File: src/hw/rtl/tkst_pkg.sv
`timescale 1ns / 1ps

package tkst_pkg;

    // Fixed field widths
    localparam int SCORE_W = 31;
    localparam int IDX_W   = 6;
    localparam int CNT_W   = 7;

    // Operation codes on s_func
    typedef enum logic {
        FUNC_INSERT = 1'b0,
        FUNC_READ   = 1'b1
    } func_t;

    // What a cell hands to its right-hand neighbor
    typedef struct packed {
        logic               take;   // new score belongs at or before this cell
        logic               valid;  // cell holds an entry
        logic [SCORE_W-1:0] score;  // held score
    } tkst_link_t;

endpackage

File: src/hw/rtl/tkst_cell.sv
`timescale 1ns / 1ps

module tkst_cell (
    input  logic                          aclk,
    input  logic                          aresetn,
    input  logic                          ins_en,
    input  logic [tkst_pkg::SCORE_W-1:0]  new_score,
    input  tkst_pkg::tkst_link_t          prev_link,
    output tkst_pkg::tkst_link_t          link
);
    import tkst_pkg::*;

    logic               valid_reg;
    logic               valid_next;
    logic [SCORE_W-1:0] score_reg;
    logic [SCORE_W-1:0] score_next;
    logic               take;

    // Empty cell or strictly smaller entry: new score goes here or earlier
    assign take = !valid_reg || (new_score > score_reg);

    assign link.take  = take;
    assign link.valid = valid_reg;
    assign link.score = score_reg;

    // Shift from left neighbor, or write the new score at the insert point
    always_comb begin
        valid_next = valid_reg;
        score_next = score_reg;
        if (ins_en && take) begin
            if (prev_link.take) begin
                valid_next = prev_link.valid;
                score_next = prev_link.score;
            end else begin
                valid_next = 1'b1;
                score_next = new_score;
            end
        end
    end

    always_ff @(posedge aclk) begin
        if (!aresetn) begin
            valid_reg <= 1'b0;
        end else begin
            valid_reg <= valid_next;
        end
    end

    // Score payload, no reset needed
    always_ff @(posedge aclk) begin
        score_reg <= score_next;
    end

endmodule

File: src/hw/rtl/top_k_sorted_insert_table.sv
`timescale 1ns / 1ps

// Top-k sorted score table.
// Input beats (s_valid/s_ready) carry an operation: s_func insert puts
// s_new_score into a descending table of DEPTH entries (after equal scores);
// s_func read returns the entry at s_read_index. Every input beat yields
// exactly one result beat (m_valid/m_ready) holding placed/position for an
// insert, entry_score/entry_valid for a read, and the fill count after the
// operation. A full table drops its last entry when a better score arrives;
// a score that beats nothing in a full table is rejected (position = DEPTH).
// The table is a row of DEPTH cells: each compares its own entry against the
// new score and takes either the new score or its left neighbor's entry in
// the same cycle. The result beat is registered and appears in the cycle after
// the input beat; one item is taken per cycle while the result register drains.
// A single output register parts the channels: a new beat is taken while the
// result register is empty or being drained; while m_ready is low with a
// result pending, s_ready is low and the result holds.
// Synchronous active-low reset empties all cells and clears the count; the
// block is ready as soon as reset is released.

module top_k_sorted_insert_table #(
    parameter int DEPTH = 16
) (
    input  logic                          aclk,
    input  logic                          aresetn,
    input  logic                          s_valid,
    output logic                          s_ready,
    input  logic                          s_func,
    input  logic [tkst_pkg::SCORE_W-1:0]  s_new_score,
    input  logic [tkst_pkg::IDX_W-1:0]    s_read_index,
    output logic                          m_valid,
    input  logic                          m_ready,
    output logic                          m_placed,
    output logic [tkst_pkg::CNT_W-1:0]    m_position,
    output logic [tkst_pkg::SCORE_W-1:0]  m_entry_score,
    output logic                          m_entry_valid,
    output logic [tkst_pkg::CNT_W-1:0]    m_fill_count
);
    import tkst_pkg::*;

    localparam int CNT_BITS = $clog2(DEPTH + 1);

    logic                s_beat;
    logic                ins_en;
    tkst_link_t          links   [DEPTH];
    tkst_link_t          prevs   [DEPTH];
    logic [DEPTH-1:0]    valid_vec;

    logic [CNT_BITS-1:0] count_reg;
    logic [CNT_BITS-1:0] count_next;
    logic                placed;
    logic [CNT_W-1:0]    ins_pos;
    logic [SCORE_W-1:0]  rd_score;
    logic                rd_valid;

    logic                m_valid_reg,  m_valid_next;
    logic                placed_reg,   placed_next;
    logic [CNT_W-1:0]    position_reg, position_next;
    logic [SCORE_W-1:0]  escore_reg,   escore_next;
    logic                evalid_reg,   evalid_next;
    logic [CNT_W-1:0]    fill_reg,     fill_next;

    // Handshake: take a beat when the result register is free or draining
    assign s_ready = !m_valid_reg || m_ready;
    assign s_beat  = s_valid && s_ready;
    assign ins_en  = s_beat && (func_t'(s_func) == FUNC_INSERT);

    // Cell row
    for (genvar i = 0; i < DEPTH; i++) begin : g_cell
        if (i == 0) begin : g_head
            assign prevs[i] = '0;
        end else begin : g_body
            assign prevs[i] = links[i-1];
        end

        tkst_cell u_cell (
            .aclk      (aclk),
            .aresetn   (aresetn),
            .ins_en    (ins_en),
            .new_score (s_new_score),
            .prev_link (prevs[i]),
            .link      (links[i])
        );

        assign valid_vec[i] = links[i].valid;
    end

    // Take flags form a thermometer; the last cell's flag says it fits
    assign placed = links[DEPTH-1].take;

    // Insert point: the one cell whose flag rises, OR-reduced to an index
    always_comb begin
        ins_pos = '0;
        for (int i = 0; i < DEPTH; i++) begin
            if (links[i].take && !prevs[i].take) begin
                ins_pos = ins_pos | CNT_W'(i);
            end
        end
        if (!placed) begin
            ins_pos = CNT_W'(DEPTH);
        end
    end

    // Read select: one-hot match per cell, OR-reduced
    always_comb begin
        rd_score = '0;
        for (int i = 0; i < DEPTH; i++) begin
            if ({1'b0, s_read_index} == CNT_W'(i)) begin
                rd_score = rd_score | links[i].score;
            end
        end
    end

    assign rd_valid = {1'b0, s_read_index} < CNT_W'(count_reg);

    // Fill count
    always_comb begin
        count_next = count_reg;
        if (ins_en && placed && (count_reg != CNT_BITS'(DEPTH))) begin
            count_next = count_reg + CNT_BITS'(1);
        end
    end

    // Result register
    always_comb begin
        m_valid_next  = m_valid_reg;
        placed_next   = placed_reg;
        position_next = position_reg;
        escore_next   = escore_reg;
        evalid_next   = evalid_reg;
        fill_next     = fill_reg;
        if (m_valid_reg && m_ready) begin
            m_valid_next = 1'b0;
        end
        if (s_beat) begin
            m_valid_next = 1'b1;
            fill_next    = CNT_W'(count_next);
            if (func_t'(s_func) == FUNC_INSERT) begin
                placed_next   = placed;
                position_next = ins_pos;
                escore_next   = '0;
                evalid_next   = 1'b0;
            end else begin
                placed_next   = 1'b0;
                position_next = '0;
                escore_next   = rd_valid ? rd_score : '0;
                evalid_next   = rd_valid;
            end
        end
    end

    always_ff @(posedge aclk) begin
        if (!aresetn) begin
            m_valid_reg <= 1'b0;
            count_reg   <= '0;
        end else begin
            m_valid_reg <= m_valid_next;
            count_reg   <= count_next;
        end
    end

    always_ff @(posedge aclk) begin
        placed_reg   <= placed_next;
        position_reg <= position_next;
        escore_reg   <= escore_next;
        evalid_reg   <= evalid_next;
        fill_reg     <= fill_next;
    end

    assign m_valid       = m_valid_reg;
    assign m_placed      = placed_reg;
    assign m_position    = position_reg;
    assign m_entry_score = escore_reg;
    assign m_entry_valid = evalid_reg;
    assign m_fill_count  = fill_reg;

`ifndef SYNTHESIS
    // Occupied cells always match the fill count
    a_count_matches: assert property (@(posedge aclk) disable iff (!aresetn)
        $countones(valid_vec) == int'(count_reg))
        else $error("cell occupancy differs from fill count");

    // Count never exceeds the table size
    a_count_range: assert property (@(posedge aclk) disable iff (!aresetn)
        count_reg <= CNT_BITS'(DEPTH))
        else $error("fill count above DEPTH");

    // A placed score lands inside the table
    a_pos_range: assert property (@(posedge aclk) disable iff (!aresetn)
        m_valid && m_placed |-> m_position < CNT_W'(DEPTH))
        else $error("placed position out of range");

    // A rejected insert leaves the count unchanged and the table full
    a_reject_full: assert property (@(posedge aclk) disable iff (!aresetn)
        ins_en && !placed |=> count_reg == CNT_BITS'(DEPTH) && $stable(count_reg))
        else $error("rejection with free cells");
`endif

endmodule

File: config.mk
export PLATFORM = sky130hd
export DESIGN_NAME = top_k_sorted_insert_table
export DESIGN_NICKNAME = d
export VERILOG_FILES = /design/src/hw/rtl/tkst_pkg.sv /design/src/hw/rtl/tkst_cell.sv /design/src/hw/rtl/top_k_sorted_insert_table.sv
export SDC_FILE = /design/constraint.sdc
export NUM_CORES = 2
export LEC_CHECK = 0
export ABC_AREA = 1
export BUFFER_PORTS_ARGS = -buffer_cell sky130_fd_sc_hd__buf_2
export CORE_ASPECT_RATIO = 1.5
export CORE_MARGIN = 2
export CORE_UTILIZATION = 32
export CTS_CLUSTER_DIAMETER = 150
export DETAILED_ROUTE_END_ITERATION = 8
export PLACE_DENSITY_LB_ADDON = 0.2
export SLEW_MARGIN = 20
export SYNTH_ARGS = -nofsm -noshare
export SYNTH_HDL_FRONTEND = slang
export SYNTH_SLANG_ARGS = --single-unit
File: constraint.sdc
create_clock -name aclk -period 4.24 [get_ports aclk]
set_clock_uncertainty 0.05 [all_clocks]
set_input_delay 0.424 -clock aclk [delete_from_list [all_inputs] [get_ports aclk]]
set_output_delay 0.424 -clock aclk [all_outputs]
set_load 0.005 [all_outputs]
==> flow_results.xml <==
<?xml version="1.0" encoding="UTF-8"?>
<metrics>
  <group name="outcome">
    <metric name="outcome" unit="">finished clean</metric>
  </group>
  <group name="floorplanning">
    <metric name="site_rows" unit="">155</metric>
    <metric name="fp.coreArea" unit="mm^2">0.119</metric>
    <metric name="boundaryPins" unit="">91</metric>
    <metric name="fp.dieW" unit="um">287</metric>
    <metric name="dieArea" unit="mm^2">0.123</metric>
    <metric name="initial_core_util" unit="%">32.3</metric>
    <metric name="die_height" unit="um">428</metric>
  </group>
  <group name="route">
    <metric name="drt-initial-drc-count" unit="">3951</metric>
    <metric name="ant_nets" unit="">0</metric>
    <metric name="vias_per_cell" unit="">5.60</metric>
    <metric name="initial_drt_pass_iterations" unit="">8</metric>
    <metric name="dr_total_vias" unit="">34613</metric>
    <metric name="detail_route.wl_per_cell" unit="um">29.8</metric>
    <metric name="drt_wl_total" unit="mm">184</metric>
    <metric name="drcViolationCount" unit="">0</metric>
  </group>
  <group name="setup_path">
    <metric name="crit_path_start_kind" unit="">register</metric>
    <metric name="critPathSlowestCell" unit="">nor2_1</metric>
    <metric name="crit_path_max_incr_delay" unit="ps">610</metric>
    <metric name="timing.critical_path.to_type" unit="">register</metric>
    <metric name="crit_path_cell_trace" unit="">inv_1 -&gt; ha_1 -&gt; nand2_1 -&gt; nor2_1 -&gt; o21ai_0 -&gt; nand3_1 -&gt; nand2_1 -&gt; nand2_1 -&gt; nand2_1 -&gt; nand2_1 -&gt; a21oi_4 -&gt; nor2_4 -&gt; buf_12</metric>
    <metric name="critical_path_class" unit="">reg2reg</metric>
    <metric name="timing.critical_path.required" unit="ps">4580</metric>
    <metric name="critical_path_arrival" unit="ps">4110</metric>
    <metric name="critical_path_peak_fanout" unit="">18</metric>
    <metric name="cp_common_cell" unit="">nand2_1</metric>
  </group>
  <group name="timing">
    <metric name="worstMarginPinSlew" unit="ps">1040</metric>
    <metric name="tns" unit="ps">0</metric>
    <metric name="grt_setup_unrepaired" unit="">no</metric>
    <metric name="max_slew_vio_count" unit="">0</metric>
    <metric name="setup_viol" unit="">0</metric>
    <metric name="fin_crit" unit="ps">3780</metric>
    <metric name="timing.max_slew.rel_slack" unit="%">30.8</metric>
    <metric name="layout_worst_path_cycle_share" unit="%">89.1</metric>
    <metric name="highest_clock_rate" unit="GHz">0.265</metric>
    <metric name="fin_ws" unit="ps">463</metric>
    <metric name="finalHoldViolCount" unit="">0</metric>
  </group>
  <group name="placed_design">
    <metric name="place_worst_setup_slack" unit="ps">253</metric>
    <metric name="dp_hpwl" unit="mm">139</metric>
    <metric name="finalWeightedCongestion" unit="">1.03</metric>
    <metric name="buffer_ports.inserted" unit="">86</metric>
    <metric name="place.detailed.instances" unit="">6065</metric>
  </group>
  <group name="job">
    <metric name="reported_max_cap_violation_count" unit="">0</metric>
  </group>
  <group name="synthesis">
    <metric name="ys_async_sr_fraction" unit="%">0</metric>
    <metric name="synthesis.instances" unit="">4419</metric>
    <metric name="syn_area" unit="mm^2">0.0384</metric>
    <metric name="synth.yosys.warnings" unit="">0</metric>
    <metric name="yosysSeqAreaShare" unit="%">43.3</metric>
    <metric name="yosys_register_bits" unit="">561</metric>
    <metric name="synth_area_leader_cell" unit="">edfxtp_1</metric>
    <metric name="synth_area_per_cell" unit="um^2">8.70</metric>
    <metric name="yosys-top-cells-area" unit="">edfxtp_1, ha_1, nand2_1</metric>
    <metric name="synth.distinct_cells" unit="">58</metric>
    <metric name="netlist.area_leader.share" unit="%">42.1</metric>
    <metric name="number_of_flops_mapped_to_enable_cells_by_yosys" unit="">539</metric>
    <metric name="main_flop_type_after_synthesis" unit="">edfxtp_1</metric>
  </group>
  <group name="finish">
    <metric name="share_of_cells_above_drive_strength_1" unit="%">9.33</metric>
    <metric name="synthesis_to_layout_area_growth" unit="%">13.6</metric>
    <metric name="nNetsFinal" unit="">5103</metric>
    <metric name="layout.core_utilization" unit="%">36.7</metric>
    <metric name="largest_reg_flops" unit="">496</metric>
    <metric name="final_cells" unit="">6182</metric>
  </group>
  <group name="worst_hold_path">
    <metric name="hold_path_class" unit="">in2reg</metric>
  </group>
  <group name="cts">
    <metric name="clock-sinks" unit="">561</metric>
    <metric name="cts_tree" unit="">built</metric>
    <metric name="clock-root-buffer" unit="">clkbuf_16</metric>
    <metric name="clkSlewWorstSetupHoldPaths" unit="ps">70</metric>
    <metric name="clockBufferDepth" unit="">3</metric>
    <metric name="post_cts_resize_count" unit="">0</metric>
    <metric name="htree_levels" unit="">2</metric>
    <metric name="post_cts.repair.setup_buffers" unit="">0</metric>
    <metric name="clock_insertion_delay_worst_skew" unit="ps">700</metric>
    <metric name="cts-hold-fix-buffers" unit="">2</metric>
    <metric name="cts_buffers" unit="">60</metric>
  </group>
  <group name="power">
    <metric name="report.power.total" unit="mW">15.0</metric>
    <metric name="leakage" unit="nW">20.0</metric>
    <metric name="power.density" unit="mW/mm^2">344</metric>
    <metric name="max-vdd-ir-drop" unit="V">0.000280</metric>
  </group>
  <group name="global_routing">
    <metric name="grt_antenna_before_repair" unit="">7</metric>
    <metric name="gr-total-overflow" unit="">0</metric>
    <metric name="largest_net_degree_at_the_start_of_global_routing" unit="">59</metric>
    <metric name="groute.usage.overall" unit="%">29.4</metric>
    <metric name="vias_in_the_first_global_route" unit="">33477</metric>
    <metric name="grt_first_pass_wirelength" unit="mm">252</metric>
  </group>
</metrics>
## logic make-up (layout without fill, tap and decap cells)
kind of cell	count (synthesis)	in the layout	share of synthesized area [%]
buffers and inverters	885	1073	9.22
other	1	6	0.00976
AOI/OAI and AO/OA	1094	1094	16.3
adders and majority gates	502	502	16.3
and+or+nand+nor	1373	1373	14.8
xor gates and xnor gates	3	3	0.0684
DFF	561	561	43.3
## path summary, 6_finish.rpt
path / from / end / slack, ps / depth (start not counted)
min reg2reg: g_cell[2].u_cell.valid_reg$_SDFFE_PN0P_ / g_cell[2].u_cell.valid_reg$_SDFFE_PN0P_ / 460 / 2
min: s_valid / m_valid$_SDFFE_PN0P_ / 60 / 3
max reg2reg: g_cell[2].u_cell.score_reg[6]$_DFFE_PP_ / g_cell[2].u_cell.score_reg[16]$_DFFE_PP_ / 460 / 13
max: g_cell[2].u_cell.score_reg[6]$_DFFE_PP_ / g_cell[2].u_cell.score_reg[16]$_DFFE_PP_ / 460 / 13
## final cells by class
type	count	area (um^2)
repair buffers	248	1960
clock buffers	74	1570
inverters	712	2670
flip-flops and latches	561	16600
fillers	12359	75400
well taps	1570	1960
diodes	2	5.00
clock inverters	39	405
multi-input cells	2976	18400
## stage by stage
stage | hold WS (ps) | instance area [um^2]
after floorplan | 417 | 38400
after global placement | 432 | 41600
after detailed placement | 441 | 41600
after CTS | 44.1 | 43600
after global routing | 53.4 | 43700
final | 55.2 | 43700
## critical path: cells and delay by family (launching register included)
kind                       cells  cell delay (ps)
and+or+nand+nor                8             1770
AOI/OAI and AO/OA              2              580
DFF                            1              360
buffers and inverters          2              340
adders and majority gates      1              290
## cells in the final DEF, fill, tap and decap left out, types with 4 or more instances in the layout
cell type,n
a21o_1,16
a21oi_1,234
a21oi_4,4
a221oi_1,88
a22oi_1,11
a31oi_1,4
a41oi_1,22
buf_12,25
buf_2,86
buf_4,135
bufinv_16,7
clkbuf_1,12
clkbuf_16,60
clkinv_1,6
clkinv_2,17
conb_1,4
dfxtp_1,22
edfxtp_1,539
ha_1,502
inv_1,693
inv_2,17
inv_6,5
nand2_1,1026
nand2_2,15
nand3_1,40
nand3_2,4
nand3b_1,6
nand4_1,51
nor2_1,151
nor2_2,9
nor2_4,23
nor3_1,15
nor4_1,11
o2111ai_1,6
o211ai_1,12
o21a_1,26
o21ai_0,535
o21ai_1,16
o22ai_1,106
## cell usage after synthesis (all sizes together) (11+ instances only)
cell type / instances
nand2: 1044
inv: 711
o21ai: 552
edfxtp: 539
ha: 502
a21oi: 238
nor2: 185
buf: 108
o22ai: 107
a221oi: 88
clkbuf: 65
nand4: 52
nand3: 45
o21a: 26
a41oi: 22
dfxtp: 22
nor3: 17
a21o: 16
nor4: 13
o211ai: 12
a22oi: 11
## power by group
part / switching (mW) / total, mW / internal [mW]
Combinational: 1.87 / 2.64 / 0.778
Sequential: 0.224 / 6.68 / 6.46
Clock: 2.60 / 5.68 / 3.08
Total: 4.69 / 15.0 / 10.3
## metal layers
layer,track usage [%],vias to the layer above,share of wire [%]
li1,-,15490,-
met1,32.1,16585,35
met2,49.6,1868,48
met3,4.52,662,7.2
met4,25.3,8,10
met5,0,-,0.030
No activity file was read; power rests on OpenSTA's default activity.
